<file path="src/sv/rlb_pkg.sv">
// ----------------------------------------------------------------------------
// rlb_pkg
// Shared constants, types and helper functions for the RGB LED breathing and
// rainbow effect generator.
// ----------------------------------------------------------------------------
package rlb_pkg;

    // effect sizing
    localparam int BREATH_STEPS       = 256;
    localparam int BREATH_COLOR_COUNT = 6;
    localparam int STEP_W             = $clog2(BREATH_STEPS);
    localparam int SEL_W              = 3;
    localparam int NUM_COLORS         = 6;

    // config port geometry
    localparam int APB_ADDR_W = 5;
    localparam int APB_DATA_W = 32;
    localparam int REG_IDX_W  = 3;

    // register indexes
    localparam logic [REG_IDX_W-1:0] REG_MODE   = 3'd0;
    localparam logic [REG_IDX_W-1:0] REG_BRIGHT = 3'd1;
    localparam logic [REG_IDX_W-1:0] REG_COLOR0 = 3'd2;

    // effect modes
    localparam int MODE_W = 2;
    localparam logic [MODE_W-1:0] MODE_NONE      = 2'd0;
    localparam logic [MODE_W-1:0] MODE_PULSE     = 2'd1;
    localparam logic [MODE_W-1:0] MODE_HUE_SWEEP = 2'd2;

    // reset value of the rainbow brightness
    localparam logic [7:0] BRIGHT_RESET = 8'd13;

    // update periods in ms
    localparam logic [31:0] BREATH_PERIOD_MS  = 32'd6;
    localparam logic [31:0] RAINBOW_PERIOD_MS = 32'd20;

    // breathing peak brightness and hue sweep
    localparam logic [7:0] BREATH_PEAK = 8'd70;
    localparam logic [8:0] HUE_STEP    = 9'd2;
    localparam logic [8:0] HUE_WRAP    = 9'd360;
    localparam logic [7:0] FULL_DUTY   = 8'd255;

    // table index = step * 256 / BREATH_STEPS, by reciprocal multiply
    localparam int IDX_SH     = 20;
    localparam int IDX_MUL    = ((1 << 28) + BREATH_STEPS - 1) / BREATH_STEPS;
    localparam int IDX_PROD_W = STEP_W + $clog2(IDX_MUL + 1);

    // x / 255 for 16-bit x, exact by reciprocal multiply
    localparam logic [16:0] DIV255_MUL = 17'd32897;
    localparam int          DIV255_SH  = 23;

    typedef logic [23:0] t_colors [NUM_COLORS];

    // controller to datapath commands
    typedef struct packed {
        logic load_now;
        logic upd_breath;
        logic upd_hue;
        logic do_idx;
        logic do_sine;
        logic do_brt;
        logic do_hsv;
        logic do_mul;
        logic do_div;
        logic out_load;
    } t_dp_cmd;

    // datapath to controller status
    typedef struct packed {
        logic breath_due;
        logic rainbow_due;
        logic out_busy;
    } t_dp_sts;

    // quarter-period-shifted sine, 0..255
    localparam logic [7:0] SINE_LUT [256] = '{
        8'd0,   8'd0,   8'd0,   8'd0,   8'd0,   8'd1,   8'd1,   8'd2,
        8'd2,   8'd3,   8'd4,   8'd5,   8'd5,   8'd6,   8'd7,   8'd9,
        8'd10,  8'd11,  8'd12,  8'd14,  8'd15,  8'd17,  8'd18,  8'd20,
        8'd21,  8'd23,  8'd25,  8'd27,  8'd29,  8'd31,  8'd33,  8'd35,
        8'd37,  8'd40,  8'd42,  8'd44,  8'd47,  8'd49,  8'd52,  8'd54,
        8'd57,  8'd59,  8'd62,  8'd65,  8'd67,  8'd70,  8'd73,  8'd76,
        8'd79,  8'd82,  8'd85,  8'd88,  8'd91,  8'd94,  8'd97,  8'd100,
        8'd103, 8'd106, 8'd109, 8'd112, 8'd115, 8'd118, 8'd121, 8'd124,
        8'd127, 8'd131, 8'd134, 8'd137, 8'd140, 8'd143, 8'd146, 8'd149,
        8'd152, 8'd155, 8'd158, 8'd161, 8'd164, 8'd167, 8'd170, 8'd173,
        8'd176, 8'd179, 8'd182, 8'd185, 8'd188, 8'd190, 8'd193, 8'd196,
        8'd198, 8'd201, 8'd203, 8'd206, 8'd208, 8'd211, 8'd213, 8'd215,
        8'd218, 8'd220, 8'd222, 8'd224, 8'd226, 8'd228, 8'd230, 8'd232,
        8'd234, 8'd236, 8'd238, 8'd239, 8'd241, 8'd243, 8'd244, 8'd246,
        8'd247, 8'd248, 8'd249, 8'd251, 8'd252, 8'd253, 8'd253, 8'd254,
        8'd255, 8'd255, 8'd255, 8'd255, 8'd255, 8'd255, 8'd255, 8'd255,
        8'd255, 8'd255, 8'd255, 8'd255, 8'd255, 8'd255, 8'd255, 8'd255,
        8'd255, 8'd255, 8'd254, 8'd253, 8'd253, 8'd252, 8'd251, 8'd249,
        8'd248, 8'd247, 8'd246, 8'd244, 8'd243, 8'd241, 8'd239, 8'd238,
        8'd236, 8'd234, 8'd232, 8'd230, 8'd228, 8'd226, 8'd224, 8'd222,
        8'd220, 8'd218, 8'd215, 8'd213, 8'd211, 8'd208, 8'd206, 8'd203,
        8'd201, 8'd198, 8'd196, 8'd193, 8'd190, 8'd188, 8'd185, 8'd182,
        8'd179, 8'd176, 8'd173, 8'd170, 8'd167, 8'd164, 8'd161, 8'd158,
        8'd155, 8'd152, 8'd149, 8'd146, 8'd143, 8'd140, 8'd137, 8'd134,
        8'd131, 8'd127, 8'd124, 8'd121, 8'd118, 8'd115, 8'd112, 8'd109,
        8'd106, 8'd103, 8'd100, 8'd97,  8'd94,  8'd91,  8'd88,  8'd85,
        8'd82,  8'd79,  8'd76,  8'd73,  8'd70,  8'd67,  8'd65,  8'd62,
        8'd59,  8'd57,  8'd54,  8'd52,  8'd49,  8'd47,  8'd44,  8'd42,
        8'd40,  8'd37,  8'd35,  8'd33,  8'd31,  8'd29,  8'd27,  8'd25,
        8'd23,  8'd21,  8'd20,  8'd18,  8'd17,  8'd15,  8'd14,  8'd12,
        8'd11,  8'd10,  8'd9,   8'd7,   8'd6,   8'd5,   8'd5,   8'd4,
        8'd3,   8'd2,   8'd2,   8'd1,   8'd1,   8'd0,   8'd0,   8'd0
    };

    // x / 255 for x up to 65279
    function automatic logic [7:0] div255(input logic [15:0] x);
        logic [32:0] p;
        p = 33'(x) * 33'(DIV255_MUL);
        return p[DIV255_SH +: 8];
    endfunction

endpackage

</file>
<file path="src/sv/rlb_in_if.sv">
// ----------------------------------------------------------------------------
// rlb_in_if
// Timestamp channel: one millisecond time value per transfer.
// ----------------------------------------------------------------------------
interface rlb_in_if;
    logic        valid;
    logic        ready;
    logic [31:0] now_ms;

    modport source (output valid, output now_ms, input ready);
    modport sink   (input valid, input now_ms, output ready);
endinterface

</file>
<file path="src/sv/rlb_out_if.sv">
// ----------------------------------------------------------------------------
// rlb_out_if
// Duty channel: one set of RGB PWM duties per transfer.
// ----------------------------------------------------------------------------
interface rlb_out_if;
    logic       valid;
    logic       ready;
    logic [7:0] red_duty;
    logic [7:0] green_duty;
    logic [7:0] blue_duty;

    modport source (output valid, output red_duty, output green_duty,
                    output blue_duty, input ready);
    modport sink   (input valid, input red_duty, input green_duty,
                    input blue_duty, output ready);
endinterface

</file>
<file path="src/sv/rlb_regs.sv">
// ----------------------------------------------------------------------------
// rlb_regs
// APB-style register file: effect mode, rainbow brightness, six colors.
// ----------------------------------------------------------------------------
module rlb_regs (
    input  logic                             i_clk,
    input  logic                             i_rst_n,
    input  logic                             psel,
    input  logic                             penable,
    input  logic                             pwrite,
    input  logic [rlb_pkg::APB_ADDR_W-1:0]   paddr,
    input  logic [rlb_pkg::APB_DATA_W-1:0]   pwdata,
    output logic [rlb_pkg::APB_DATA_W-1:0]   prdata,
    output logic                             pready,
    output logic [rlb_pkg::MODE_W-1:0]       o_mode,
    output logic [7:0]                       o_bright,
    output rlb_pkg::t_colors                 o_colors
);

    logic [rlb_pkg::MODE_W-1:0]    r_mode;
    logic [7:0]                    r_bright;
    rlb_pkg::t_colors              r_colors;
    logic [rlb_pkg::REG_IDX_W-1:0] reg_idx;
    logic [rlb_pkg::REG_IDX_W-1:0] col_idx;
    logic                          wr_en;

    // address decode
    assign reg_idx = paddr[rlb_pkg::APB_ADDR_W-1:2];
    assign col_idx = reg_idx - rlb_pkg::REG_COLOR0;
    assign wr_en   = psel & penable & pwrite;
    assign pready  = 1'b1;

    // register writes
    always_ff @(posedge i_clk) begin
        if (!i_rst_n) begin
            r_mode   <= rlb_pkg::MODE_NONE;
            r_bright <= rlb_pkg::BRIGHT_RESET;
            for (int i = 0; i < rlb_pkg::NUM_COLORS; i++) begin
                r_colors[i] <= '0;
            end
        end else if (wr_en) begin
            unique case (reg_idx)
                rlb_pkg::REG_MODE:   r_mode   <= pwdata[rlb_pkg::MODE_W-1:0];
                rlb_pkg::REG_BRIGHT: r_bright <= pwdata[7:0];
                default:             r_colors[col_idx] <= pwdata[23:0];
            endcase
        end
    end

    // read mux
    always_comb begin
        unique case (reg_idx)
            rlb_pkg::REG_MODE:   prdata = rlb_pkg::APB_DATA_W'(r_mode);
            rlb_pkg::REG_BRIGHT: prdata = rlb_pkg::APB_DATA_W'(r_bright);
            default:             prdata = rlb_pkg::APB_DATA_W'(r_colors[col_idx]);
        endcase
    end

    assign o_mode   = r_mode;
    assign o_bright = r_bright;
    assign o_colors = r_colors;

endmodule

</file>
<file path="src/sv/rlb_dp.sv">
// ----------------------------------------------------------------------------
// rlb_dp
// Datapath: effect state, due check, sine and HSV color, scaling by 255ths,
// and the output register.
// ----------------------------------------------------------------------------
module rlb_dp (
    input  logic                 i_clk,
    input  logic                 i_rst_n,
    input  logic [31:0]          i_now_ms,
    input  rlb_pkg::t_dp_cmd     i_cmd,
    output rlb_pkg::t_dp_sts     o_sts,
    input  logic [7:0]           i_bright,
    input  rlb_pkg::t_colors     i_colors,
    rlb_out_if.source            o_duty
);

    // effect state
    logic [31:0]                 r_now;
    logic [31:0]                 r_last;
    logic [rlb_pkg::STEP_W-1:0]  r_step;
    logic [rlb_pkg::STEP_W-1:0]  n_step;
    logic [rlb_pkg::SEL_W-1:0]   r_sel;
    logic [rlb_pkg::SEL_W-1:0]   n_sel;
    logic [8:0]                  r_hue;
    logic [8:0]                  n_hue;

    // working registers
    logic [7:0]                  r_idx;
    logic [15:0]                 r_sp;
    logic [7:0]                  r_k;
    logic [2:0][7:0]             r_base;
    logic [2:0][15:0]            r_prod;
    logic [2:0][7:0]             r_q;
    logic [2:0][7:0]             r_duty;
    logic                        r_out_valid;

    logic [31:0]                 elapsed;
    logic [rlb_pkg::STEP_W:0]    step_inc;
    logic [rlb_pkg::SEL_W-1:0]   sel_inc;
    logic [9:0]                  hue_inc;
    logic [rlb_pkg::IDX_PROD_W-1:0] idx_prod;
    logic [23:0]                 col;
    logic [2:0]                  sector;
    logic [8:0]                  sector_base;
    logic [5:0]                  rem;
    logic [9:0]                  rem17;
    logic [7:0]                  f_up;
    logic [7:0]                  f_dn;
    logic [2:0][7:0]             hsv_rgb;

    // due check with wrapping subtraction
    assign elapsed           = r_now - r_last;
    assign o_sts.breath_due  = (elapsed >= rlb_pkg::BREATH_PERIOD_MS);
    assign o_sts.rainbow_due = (elapsed >= rlb_pkg::RAINBOW_PERIOD_MS);
    assign o_sts.out_busy    = r_out_valid & ~o_duty.ready;

    // breathing phase and color selector advance
    always_comb begin
        step_inc = {1'b0, r_step} + 1'b1;
        sel_inc  = r_sel + 1'b1;
        n_step   = step_inc[rlb_pkg::STEP_W-1:0];
        n_sel    = r_sel;
        if (step_inc >= (rlb_pkg::STEP_W + 1)'(rlb_pkg::BREATH_STEPS)) begin
            n_step = '0;
            if (sel_inc >= rlb_pkg::SEL_W'(rlb_pkg::BREATH_COLOR_COUNT)) begin
                n_sel = '0;
            end else begin
                n_sel = sel_inc;
            end
        end
    end

    // hue advance modulo 360
    always_comb begin
        hue_inc = {1'b0, r_hue} + {1'b0, rlb_pkg::HUE_STEP};
        if (hue_inc >= {1'b0, rlb_pkg::HUE_WRAP}) begin
            hue_inc = hue_inc - {1'b0, rlb_pkg::HUE_WRAP};
        end
        n_hue = hue_inc[8:0];
    end

    // sine table index
    assign idx_prod = rlb_pkg::IDX_PROD_W'(r_step)
                    * rlb_pkg::IDX_PROD_W'(rlb_pkg::IDX_MUL);

    assign col = i_colors[r_sel];

    // hue sector by compare chain
    always_comb begin
        priority if (r_hue >= 9'd300) begin
            sector = 3'd5; sector_base = 9'd300;
        end else if (r_hue >= 9'd240) begin
            sector = 3'd4; sector_base = 9'd240;
        end else if (r_hue >= 9'd180) begin
            sector = 3'd3; sector_base = 9'd180;
        end else if (r_hue >= 9'd120) begin
            sector = 3'd2; sector_base = 9'd120;
        end else if (r_hue >= 9'd60) begin
            sector = 3'd1; sector_base = 9'd60;
        end else begin
            sector = 3'd0; sector_base = 9'd0;
        end
    end

    // fraction within sector: rem * 255 / 60 == rem * 17 / 4
    always_comb begin
        logic [8:0] diff;
        diff  = r_hue - sector_base;
        rem   = diff[5:0];
        rem17 = {4'd0, rem} * 10'd17;
        f_up  = rem17[9:2];
        f_dn  = rlb_pkg::FULL_DUTY - f_up;
    end

    // sector to rgb, index 2 red, 1 green, 0 blue
    always_comb begin
        unique case (sector)
            3'd0:    hsv_rgb = {rlb_pkg::FULL_DUTY, f_up, 8'd0};
            3'd1:    hsv_rgb = {f_dn, rlb_pkg::FULL_DUTY, 8'd0};
            3'd2:    hsv_rgb = {8'd0, rlb_pkg::FULL_DUTY, f_up};
            3'd3:    hsv_rgb = {8'd0, f_dn, rlb_pkg::FULL_DUTY};
            3'd4:    hsv_rgb = {f_up, 8'd0, rlb_pkg::FULL_DUTY};
            default: hsv_rgb = {rlb_pkg::FULL_DUTY, 8'd0, f_dn};
        endcase
    end

    // effect state registers
    always_ff @(posedge i_clk) begin
        if (!i_rst_n) begin
            r_last <= '0;
            r_step <= '0;
            r_sel  <= '0;
            r_hue  <= '0;
        end else begin
            if (i_cmd.upd_breath) begin
                r_last <= r_now;
                r_step <= n_step;
                r_sel  <= n_sel;
            end
            if (i_cmd.upd_hue) begin
                r_last <= r_now;
                r_hue  <= n_hue;
            end
        end
    end

    // work stages
    always_ff @(posedge i_clk) begin
        if (i_cmd.load_now) begin
            r_now <= i_now_ms;
        end
        if (i_cmd.do_idx) begin
            r_idx <= idx_prod[rlb_pkg::IDX_SH +: 8];
        end
        if (i_cmd.do_sine) begin
            r_sp <= 16'(rlb_pkg::SINE_LUT[r_idx]) * 16'(rlb_pkg::BREATH_PEAK);
        end
        if (i_cmd.do_brt) begin
            r_k    <= rlb_pkg::div255(r_sp);
            r_base <= col;
        end
        if (i_cmd.do_hsv) begin
            r_k    <= i_bright;
            r_base <= hsv_rgb;
        end
        for (int i = 0; i < 3; i++) begin
            if (i_cmd.do_mul) begin
                r_prod[i] <= 16'(r_base[i]) * 16'(r_k);
            end
            if (i_cmd.do_div) begin
                r_q[i] <= rlb_pkg::div255(r_prod[i]);
            end
        end
        if (i_cmd.out_load) begin
            r_duty <= r_q;
        end
    end

    // output register
    always_ff @(posedge i_clk) begin
        if (!i_rst_n) begin
            r_out_valid <= 1'b0;
        end else if (i_cmd.out_load) begin
            r_out_valid <= 1'b1;
        end else if (o_duty.ready) begin
            r_out_valid <= 1'b0;
        end
    end

    assign o_duty.valid      = r_out_valid;
    assign o_duty.red_duty   = r_duty[2];
    assign o_duty.green_duty = r_duty[1];
    assign o_duty.blue_duty  = r_duty[0];

    // hue stays on even degrees below 360
    a_hue_range: assert property (@(posedge i_clk) disable iff (!i_rst_n)
        (r_hue < rlb_pkg::HUE_WRAP) && !r_hue[0])
        else $error("hue left its range");

    // color selector stays within the color count
    a_sel_range: assert property (@(posedge i_clk) disable iff (!i_rst_n)
        r_sel < rlb_pkg::SEL_W'(rlb_pkg::BREATH_COLOR_COUNT))
        else $error("color selector out of range");

    // a new result never overwrites one still waiting
    a_no_overwrite: assert property (@(posedge i_clk) disable iff (!i_rst_n)
        i_cmd.out_load |-> !(r_out_valid && !o_duty.ready))
        else $error("output register overwritten");

    // an update always moves the last update time to the sampled timestamp
    a_last_upd: assert property (@(posedge i_clk) disable iff (!i_rst_n)
        (i_cmd.upd_breath || i_cmd.upd_hue) |=> (r_last == $past(r_now)))
        else $error("last update time not refreshed");

endmodule

</file>
<file path="src/sv/rlb_ctrl.sv">
// ----------------------------------------------------------------------------
// rlb_ctrl
// Controller: sequences one timestamp through due check and the breathing or
// rainbow datapath steps when one is due, then hands the result to the output register.
// ----------------------------------------------------------------------------
module rlb_ctrl (
    input  logic                       i_clk,
    input  logic                       i_rst_n,
    input  logic                       i_in_valid,
    output logic                       o_in_ready,
    input  logic [rlb_pkg::MODE_W-1:0] i_mode,
    input  rlb_pkg::t_dp_sts           i_sts,
    output rlb_pkg::t_dp_cmd           o_cmd
);

    localparam logic [3:0] S_IDLE  = 4'd0;
    localparam logic [3:0] S_CHECK = 4'd1;
    localparam logic [3:0] S_IDX   = 4'd2;
    localparam logic [3:0] S_SINE  = 4'd3;
    localparam logic [3:0] S_BRT   = 4'd4;
    localparam logic [3:0] S_HSV   = 4'd5;
    localparam logic [3:0] S_MUL   = 4'd6;
    localparam logic [3:0] S_DIV   = 4'd7;
    localparam logic [3:0] S_OUT   = 4'd8;

    logic [3:0] r_state;
    logic [3:0] n_state;

    assign o_in_ready = (r_state == S_IDLE);

    // next state and commands
    always_comb begin
        n_state = r_state;
        o_cmd   = '0;
        unique case (r_state)
            S_IDLE: begin
                if (i_in_valid) begin
                    o_cmd.load_now = 1'b1;
                    n_state        = S_CHECK;
                end
            end
            S_CHECK: begin
                priority if (i_mode == rlb_pkg::MODE_PULSE && i_sts.breath_due) begin
                    o_cmd.upd_breath = 1'b1;
                    n_state          = S_IDX;
                end else if (i_mode == rlb_pkg::MODE_HUE_SWEEP && i_sts.rainbow_due) begin
                    o_cmd.upd_hue = 1'b1;
                    n_state       = S_HSV;
                end else begin
                    n_state = S_IDLE;
                end
            end
            S_IDX: begin
                o_cmd.do_idx = 1'b1;
                n_state      = S_SINE;
            end
            S_SINE: begin
                o_cmd.do_sine = 1'b1;
                n_state       = S_BRT;
            end
            S_BRT: begin
                o_cmd.do_brt = 1'b1;
                n_state      = S_MUL;
            end
            S_HSV: begin
                o_cmd.do_hsv = 1'b1;
                n_state      = S_MUL;
            end
            S_MUL: begin
                o_cmd.do_mul = 1'b1;
                n_state      = S_DIV;
            end
            S_DIV: begin
                o_cmd.do_div = 1'b1;
                n_state      = S_OUT;
            end
            S_OUT: begin
                if (!i_sts.out_busy) begin
                    o_cmd.out_load = 1'b1;
                    n_state        = S_IDLE;
                end
            end
            default: begin
                n_state = S_IDLE;
            end
        endcase
    end

    // state register
    always_ff @(posedge i_clk) begin
        if (!i_rst_n) begin
            r_state <= S_IDLE;
        end else begin
            r_state <= n_state;
        end
    end

    // the due check only ever follows a timestamp transfer
    a_check_after_xfer: assert property (@(posedge i_clk) disable iff (!i_rst_n)
        (r_state == S_CHECK) |-> $past(i_in_valid && o_in_ready))
        else $error("due check without a timestamp transfer");

    // results are produced only under an active effect mode
    a_upd_mode: assert property (@(posedge i_clk) disable iff (!i_rst_n)
        (o_cmd.upd_breath || o_cmd.upd_hue)
            |-> (i_mode == rlb_pkg::MODE_PULSE || i_mode == rlb_pkg::MODE_HUE_SWEEP))
        else $error("update issued with no effect mode");

endmodule

</file>
<file path="src/sv/rgb_led_breath_rainbow_effect.sv">
// ----------------------------------------------------------------------------
// rgb_led_breath_rainbow_effect
// RGB LED breathing and HSV rainbow effect generator: one millisecond
// timestamp in, at most one set of PWM duties out per timestamp.
// ----------------------------------------------------------------------------
//  channel   direction  payload                               handshake
//  i_tick    in         now_ms[31:0]                          valid/ready
//  o_duty    out        red_duty, green_duty, blue_duty [7:0] valid/ready
//  apb       in/out     paddr[4:2] selects register 0..7      psel/penable
//
//  a timestamp that brings no update returns to idle after the due check
//  breathing updates walk the controller's index, sine, scale, multiply and
//  divide-by-255 steps, rainbow updates its HSV, multiply and divide steps
//  synchronous active-low reset clears effect state and config registers
//  a stalled o_duty holds the result; i_tick is taken again once the
//  result sits in the output register
// ----------------------------------------------------------------------------
module rgb_led_breath_rainbow_effect (
    input  logic                             i_clk,
    input  logic                             i_rst_n,
    rlb_in_if.sink                           i_tick,
    rlb_out_if.source                        o_duty,
    input  logic                             psel,
    input  logic                             penable,
    input  logic                             pwrite,
    input  logic [rlb_pkg::APB_ADDR_W-1:0]   paddr,
    input  logic [rlb_pkg::APB_DATA_W-1:0]   pwdata,
    output logic [rlb_pkg::APB_DATA_W-1:0]   prdata,
    output logic                             pready
);

    logic [rlb_pkg::MODE_W-1:0] mode;
    logic [7:0]                 bright;
    rlb_pkg::t_colors           colors;
    rlb_pkg::t_dp_cmd           dp_cmd;
    rlb_pkg::t_dp_sts           dp_sts;
    logic                       in_ready;

    // configuration registers
    rlb_regs u_regs (
        .i_clk    (i_clk),
        .i_rst_n  (i_rst_n),
        .psel     (psel),
        .penable  (penable),
        .pwrite   (pwrite),
        .paddr    (paddr),
        .pwdata   (pwdata),
        .prdata   (prdata),
        .pready   (pready),
        .o_mode   (mode),
        .o_bright (bright),
        .o_colors (colors)
    );

    // sequencer
    rlb_ctrl u_ctrl (
        .i_clk      (i_clk),
        .i_rst_n    (i_rst_n),
        .i_in_valid (i_tick.valid),
        .o_in_ready (in_ready),
        .i_mode     (mode),
        .i_sts      (dp_sts),
        .o_cmd      (dp_cmd)
    );

    assign i_tick.ready = in_ready;

    // datapath and output register
    rlb_dp u_dp (
        .i_clk    (i_clk),
        .i_rst_n  (i_rst_n),
        .i_now_ms (i_tick.now_ms),
        .i_cmd    (dp_cmd),
        .o_sts    (dp_sts),
        .i_bright (bright),
        .i_colors (colors),
        .o_duty   (o_duty)
    );

endmodule
</file>
<file path="src/flat_wrapper.sv">
// flat-port wrapper written by rule: the top's interface ports become plain ports
module rgb_led_breath_rainbow_effect_flat 
  (i_clk, i_rst_n, psel, penable, pwrite, paddr, pwdata, prdata, pready, i_tick_valid, i_tick_now_ms, i_tick_ready, o_duty_valid, o_duty_red_duty, o_duty_green_duty, o_duty_blue_duty, o_duty_ready);
  rlb_in_if i_tick_i ();
  rlb_out_if o_duty_i ();
  input  logic i_clk;
  input  logic i_rst_n;
  input  logic psel;
  input  logic penable;
  input  logic pwrite;
  input  logic [rlb_pkg::APB_ADDR_W-1:0] paddr;
  input  logic [rlb_pkg::APB_DATA_W-1:0] pwdata;
  output logic [rlb_pkg::APB_DATA_W-1:0] prdata;
  output logic pready;
  input wire logic [$bits(i_tick_i.valid)-1:0] i_tick_valid;
  input wire logic [$bits(i_tick_i.now_ms)-1:0] i_tick_now_ms;
  output wire logic [$bits(i_tick_i.ready)-1:0] i_tick_ready;
  output wire logic [$bits(o_duty_i.valid)-1:0] o_duty_valid;
  output wire logic [$bits(o_duty_i.red_duty)-1:0] o_duty_red_duty;
  output wire logic [$bits(o_duty_i.green_duty)-1:0] o_duty_green_duty;
  output wire logic [$bits(o_duty_i.blue_duty)-1:0] o_duty_blue_duty;
  input wire logic [$bits(o_duty_i.ready)-1:0] o_duty_ready;
  assign i_tick_i.valid = i_tick_valid;
  assign i_tick_i.now_ms = i_tick_now_ms;
  assign i_tick_ready = i_tick_i.ready;
  assign o_duty_valid = o_duty_i.valid;
  assign o_duty_red_duty = o_duty_i.red_duty;
  assign o_duty_green_duty = o_duty_i.green_duty;
  assign o_duty_blue_duty = o_duty_i.blue_duty;
  assign o_duty_i.ready = o_duty_ready;
  rgb_led_breath_rainbow_effect u_core (.i_clk(i_clk), .i_rst_n(i_rst_n), .i_tick(i_tick_i), .o_duty(o_duty_i), .psel(psel), .penable(penable), .pwrite(pwrite), .paddr(paddr), .pwdata(pwdata), .prdata(prdata), .pready(pready));
endmodule
</file>
<file path="config.mk">
export PLATFORM = sky130hd
export DESIGN_NAME = rgb_led_breath_rainbow_effect_flat
export DESIGN_NICKNAME = d
export VERILOG_FILES = /design/src/sv/rlb_pkg.sv /design/src/sv/rlb_in_if.sv /design/src/sv/rlb_out_if.sv /design/src/sv/rlb_regs.sv /design/src/sv/rlb_dp.sv /design/src/sv/rlb_ctrl.sv /design/src/sv/rgb_led_breath_rainbow_effect.sv /design/src/flat_wrapper.sv
export SDC_FILE = /design/constraint.sdc
export NUM_CORES = 2
export LEC_CHECK = 0
export ABC_AREA = 1
export ABC_CLOCK_PERIOD_IN_PS = 4400
export BUFFER_PORTS_ARGS = -buffer_cell sky130_fd_sc_hd__buf_2
export CAP_MARGIN = 20
export CORE_MARGIN = 10
export CORE_UTILIZATION = 40
export DETAILED_ROUTE_END_ITERATION = 10
export PLACE_DENSITY = 0.63
export SYNTH_ARGS = -nofsm -noshare
export SYNTH_HDL_FRONTEND = slang
export SYNTH_SLANG_ARGS = --single-unit
export TNS_END_PERCENT = 100
</file>
<file path="constraint.sdc">
create_clock -name i_clk -period 4.4 [get_ports i_clk]
set_input_delay 0.66 -clock i_clk [delete_from_list [all_inputs] [get_ports i_clk]]
set_output_delay 0.66 -clock i_clk [all_outputs]
set_load 0.02 [all_outputs]
</file>
After elaboration in Yosys (flattened, before gate mapping). Memory sizes are Yosys's and may differ from the RTL's. Cells that the tools add are included.

Bits in writable memories: 0. Latch bits: 0. Bits in registers: 393. Memories: 1. Bits of input ports: 76. ROM bits: 2048. Word-level logic and storage cells: 156.

Memory list: (name not given) (depth 256, width 8, rd ports 1, clocked after memory_dff 0, wr ports 0, RTL line rlb_dp.sv:156) `r_sp <= 16'(rlb_pkg::SINE_LUT[r_idx]) * 16'(rlb_pkg::BREATH_PEAK);`.

Bitwise operators: 8. Reductions and logical operators: 16. Magnitude comparators: 14. Multiplexer cells: 53. Divide/modulo/power cells: 0. Shift operators: 0. $mul: 9. Add/sub/neg operators: 8. Eq/ne operators: 17.

Operator list (count): $mux W24 (7); $bmux W24 S3 (2); $bwmux W144 (1); $pmux W24 S5 (1); $mul A16 B16 Y31 const B (3); $demux W24 S3 (1); $mux W32 (2); $mul A8 B8 Y16 (3); $pmux W24 S2 (1); $mux W8 (5); $ge A32 B3 Y1 const B (1); $ge A32 B5 Y1 const B (1); $pmux W4 S8 (1); $sub A32 B32 Y32 (1); $mul A14 B16 Y30 const B (1); $mux W6 (5); $ge A9 B9 Y1 const B (3); $ge A9 B8 Y1 const B (2); $eq A4 B3 Y1 const B (4); $mux W1 (16); $mul A8 B6 Y14 const B (1); $mux W3 (4); $mux W4 (3); $add A9 B2 Y10 const B (1); other kinds (34) (55).

Logic depth before layout (Yosys ltp).
Word-level depth: 11. Depth in mapped cells: 27.

Modules after synthesis. A second synthesis with hierarchy kept.

Cell total of the unflattened synthesis: 4730. Area, all modules: 33982.6 µm².

By module, submodules not included: rlb_dp (times used 1, area each 25867.3 µm², cells each 3367); rlb_regs (times used 1, area each 7803.7 µm², cells each 1308); rlb_ctrl (times used 1, area each 311.5 µm², cells each 55).

Worst setup path after synthesis. Ideal clock, no wire load.

Kind: register to register. From: register u_core.u_dp.r_k[4]. To: register u_core.u_dp.r_prod[31] in the netlist's numbering (data pin). Data required time: 4.139 ns. Setup time: 0.261 ns. Data arrival time: 4.469 ns. Period minus slack after synthesis: 4.730 ns. Cell stages (with the launch flop): 21. Slack: -0.330 ns. Cells stage by stage: edfxtp_1 -> clkbuf_1 -> nand2_1 -> inv_1 -> fa_1 -> fa_1 -> inv_1 -> fa_1 -> fa_1 -> inv_1 -> ha_1 -> nand2_1 -> o21ai_0 -> a21oi_1 -> o21ai_0 -> a21oi_1 -> o21ai_0 -> a21oi_1 -> nor2_1 -> nor2_1 -> xor2_1.

Cells in the longest elaborated chain, start to end: 1.

RTL lines: from (decl) (RTL line rlb_dp.sv:30) `logic [7:0] r_k;`; from (signal assigned) (RTL line rlb_dp.sv:159) `r_k <= rlb_pkg::div255(r_sp);`; from (signal assigned) (RTL line rlb_dp.sv:163) `r_k <= i_bright;`; $mul A8 B8 Y16 (RTL line rlb_dp.sv:168) `r_prod[i] <= 16'(r_base[i]) * 16'(r_k);`; to (signal, indexed assignment) (RTL line rlb_dp.sv:168); to (decl) (RTL line rlb_dp.sv:32) `logic [2:0][15:0] r_prod;`.

No other way between the ends. A chain may end at the register's enable or synchronous reset.

Worst setup path in the final report. Same ends and word-level chain as after synthesis.

==> results.sh <==
export IMPL_drtIter0Drc=1766
export IMPL_hold_viol=0
export IMPL_htreeDepth=2
export IMPL_drive_gt1_frac=0.144
export IMPL_worst_setup_path_start_kind="register"
export IMPL_routabilityCongestion=0.912
export IMPL_slew_headroom=0.285
export IMPL_setup_violations_final=2
export IMPL_syn_area_per_cell_um2=7.54
export IMPL_rows=104
export IMPL_grt_pass1_vias=27200
export IMPL_vias=28700
export IMPL_die_area_um2=93400
export IMPL_viasPerCell=5.07
export IMPL_cts_sinks=392
export IMPL_leakage_nw=18.7
export IMPL_min_period_ps=4430
export IMPL_cts_made_buffers=47
export IMPL_hold_buffers=0
export IMPL_coreArea_um2=80700
export IMPL_crit_path_max_incr_delay_ps=510
export IMPL_dp_slack_ps=-193
export IMPL_antenna_left=0
export IMPL_crit_chain="buf_12, buf_12, buf_8, buf_6, nand2_4, fa_1, fa_1, inv_2, fa_1, fa_1, ha_4, nand2_2, inv_2, a21oi_4, o21ai_2, a21oi_2, o21ai_2, a21oi_2, nor2_1, nor2_1, xor2_1"
export IMPL_required_ps=4740
export IMPL_drcViolationCount=0
export IMPL_synth_edf_count=182
export IMPL_end_kind="register"
export IMPL_violations="negative setup slack"
export IMPL_critPathSlowestCell="fa_1"
export IMPL_dpl_hpwl_mm=63.7
export IMPL_async_flop_share=0
export IMPL_clkLatencyLatePin_ps=620
export IMPL_critPathArrivalTime_ps=4770
export IMPL_fillCellCount=7977
export IMPL_clkTransAtPathRegs_ps=60
export IMPL_port_buffers=115
export IMPL_grt_max_degree=174
export IMPL_die_h_um=306
export IMPL_synth_ff_type="dfxtp_1"
export IMPL_syn_to_final_growth_pct=17.6
export IMPL_r2r_slack_ps=-30
export IMPL_slew_violations=0
export IMPL_track_usage=0.181
export IMPL_max_freq_mhz=226
export IMPL_final_nets=5184
export IMPL_rsz0062_at_grt="yes"
export IMPL_antenna_found_initial=7
export IMPL_seq_area_frac_synth=0.296
export IMPL_syn_inst=4325
export IMPL_clock_path_buffers=3
export IMPL_design_area_um2=38400
export IMPL_firstDrtPassIters=6
export IMPL_crit_top_cell="fa_1"
export IMPL_ys_ff_latch=392
export IMPL_wl_per_cell_um=15.3
export IMPL_cp_max_fo=6
export IMPL_place_area_um2=35600
export IMPL_crit_type="register to register"
export IMPL_setup_ws_ps=-34.2
export IMPL_gr_total_overflow=0
export IMPL_cts_root_buf="clkbuf_16"
export IMPL_grt_pass1_wl_mm=141
export IMPL_layout_commonest_cell="nand2_1"
export IMPL_postRouteWirelength_mm=86.6
export IMPL_pwr_density_cell_nw_per_um2=228
export IMPL_cts_tree="done"
export IMPL_status="complete, but fails checks"
export IMPL_ys_types=59
export IMPL_num_io_pins=135
export IMPL_tightest_slew_ps=1070
export IMPL_peakVddDrop_uv=313
export IMPL_dieWidth_um=306
export IMPL_yosys_warnings=0
export IMPL_hold_path_class="input pin to register"
export IMPL_start_util=0.404
export IMPL_layout_common_cells="nand2_1, inv_1, nor2_1"
export IMPL_maxCapViolCount=0
export IMPL_clock_skew_ps=33.4
export IMPL_fin_crit_sh=1.01
export IMPL_syn_cell_area_um2=32600
-- state kept, by name, indices dropped and copies added (netlist names), 3 cells and up --
register	count
u_core.u_dp.r_hue	8
u_core.u_dp.r_q	24
u_core.u_regs.o_bright	8
u_core.u_dp.r_step	8
u_core.u_dp.o_duty.blue_duty	8
u_core.u_dp.r_k	8
u_core.u_dp.r_prod	48
u_core.u_dp.r_sel	3
u_core.u_dp.o_duty.green_duty	8
u_core.u_regs.o_colors	144
u_core.u_dp.r_sp	14
u_core.u_ctrl.r_state	4
u_core.u_dp.r_idx	8
u_core.u_dp.r_base	24
u_core.u_dp.o_duty.red_duty	8
u_core.u_dp.r_last	32
u_core.u_dp.r_now	32
-- final cells by class --
| type | count | area, um^2 | share of cell area |
|---|---|---|---|
| inverters | 651 | 2450 | 0.0638 |
| flip-flops and latches | 392 | 9680 | 0.252 |
| clock buffers | 66 | 1320 | 0.0344 |
| multi-input cells | 3098 | 20600 | 0.536 |
| repair buffers | 376 | 2750 | 0.0717 |
| diodes | 2 | 5.00 | 0.000130 |
| clock inverters | 22 | 264 | 0.00688 |
| well taps | 1060 | 1330 | 0.0346 |
-- report_power, final --
part / switching, W / internal, W / total (W)
Combinational: 0.000585 / 0.000321 / 0.000907
Sequential: 0.0000296 / 0.00384 / 0.00387
Clock: 0.00168 / 0.00230 / 0.00398
Total: 0.00229 / 0.00646 / 0.00876
-- kinds of logic after synthesis --
family / Yosys count / share of synthesized area
flops: 392 / 0.296
xor+xnor: 95 / 0.0255
simple gates: 1574 / 0.193
fa+ha+maj: 542 / 0.234
other cells: 2 / 0.000230
buf+inv: 842 / 0.101
compound gates: 878 / 0.150
-- timing repair --
item / in CTS / in global routing
pin swaps: 36 / 84
buffers inserted: 18 / 17
resized for setup: 53 / 181
endpoints found under the setup margin: 14 / 19
-- Yosys cell counts, types with 13 or more instances --
library cell / count / area share
edfxtp_1: 182 / 0.17
dfxtp_1: 210 / 0.13
buf_4: 13 / 0.0030
inv_1: 641 / 0.074
a21oi_1: 304 / 0.047
xnor2_1: 32 / 0.0086
clkbuf_2: 13 / 0.0020
nand3_1: 132 / 0.020
o21ai_0: 395 / 0.061
buf_1: 20 / 0.0023
fa_1: 115 / 0.071
nand4_1: 31 / 0.0059
a22oi_1: 24 / 0.0055
nor3_1: 25 / 0.0038
nor2_1: 483 / 0.056
ha_1: 427 / 0.16
o211ai_1: 51 / 0.012
clkbuf_1: 132 / 0.015
nand2_1: 869 / 0.10
a31oi_1: 18 / 0.0035
xor2_1: 63 / 0.017
-- critical path: cells and delay by family, from the launching register on --
family                   cells  cell delay [ps]
buffers and inverters        6              650
adder cells (fa/ha/maj)      5             2200
AO/OA/AOI/OAI                5              520
flip-flops                   1              420
XOR/XNOR                     1              130
AND/OR/NAND/NOR              4              240
-- per-stage QoR --
| stage | TNS [ps] | util | total power, W | std cells | hold WS, ps |
|---|---|---|---|---|---|
| 3_3_place_gp | -1080 | 0.441 | 0.00480 | 5541 | 402 |
| 4_1_cts | -31.7 | 0.466 | 0.00885 | 5647 | 160 |
| 5_1_grt | -1470 | 0.476 | 0.00913 | 5667 | 177 |
| 6_report | -37.1 | 0.476 | 0.00876 | 5667 | 210 |
| 3_5_place_dp | -1530 | 0.441 | 0.00481 | 5541 | 405 |
| 2_1_floorplan | 0 | - | 0.00452 | 4332 | 400 |
-- routing by layer --
layer / wire [um] / part of all wire / global-route usage / vias to the layer above
met5: 21 / 0.00024 / 0 / -
met4: 2010 / 0.023 / 0.0464 / 4
met3: 4700 / 0.054 / 0.0261 / 124
met2: 39600 / 0.46 / 0.301 / 677
met1: 40200 / 0.46 / 0.244 / 13300
li1: - / - / - / 14600
-- path summary, 6_finish.rpt --
kind,from,endpoint,cells after the start
worst min register to register,u_core.u_dp.r_q[11],u_core.u_dp.o_duty.green_duty[3],0
worst min-delay path,i_tick_now_ms[13],u_core.u_dp.r_now[13],1
worst max register to register,u_core.u_dp.r_k[4],u_core.u_dp.r_prod[31],21
worst max-delay path,u_core.u_dp.r_k[4],u_core.u_dp.r_prod[31],21
No activity file was read; power rests on OpenSTA's default activity.
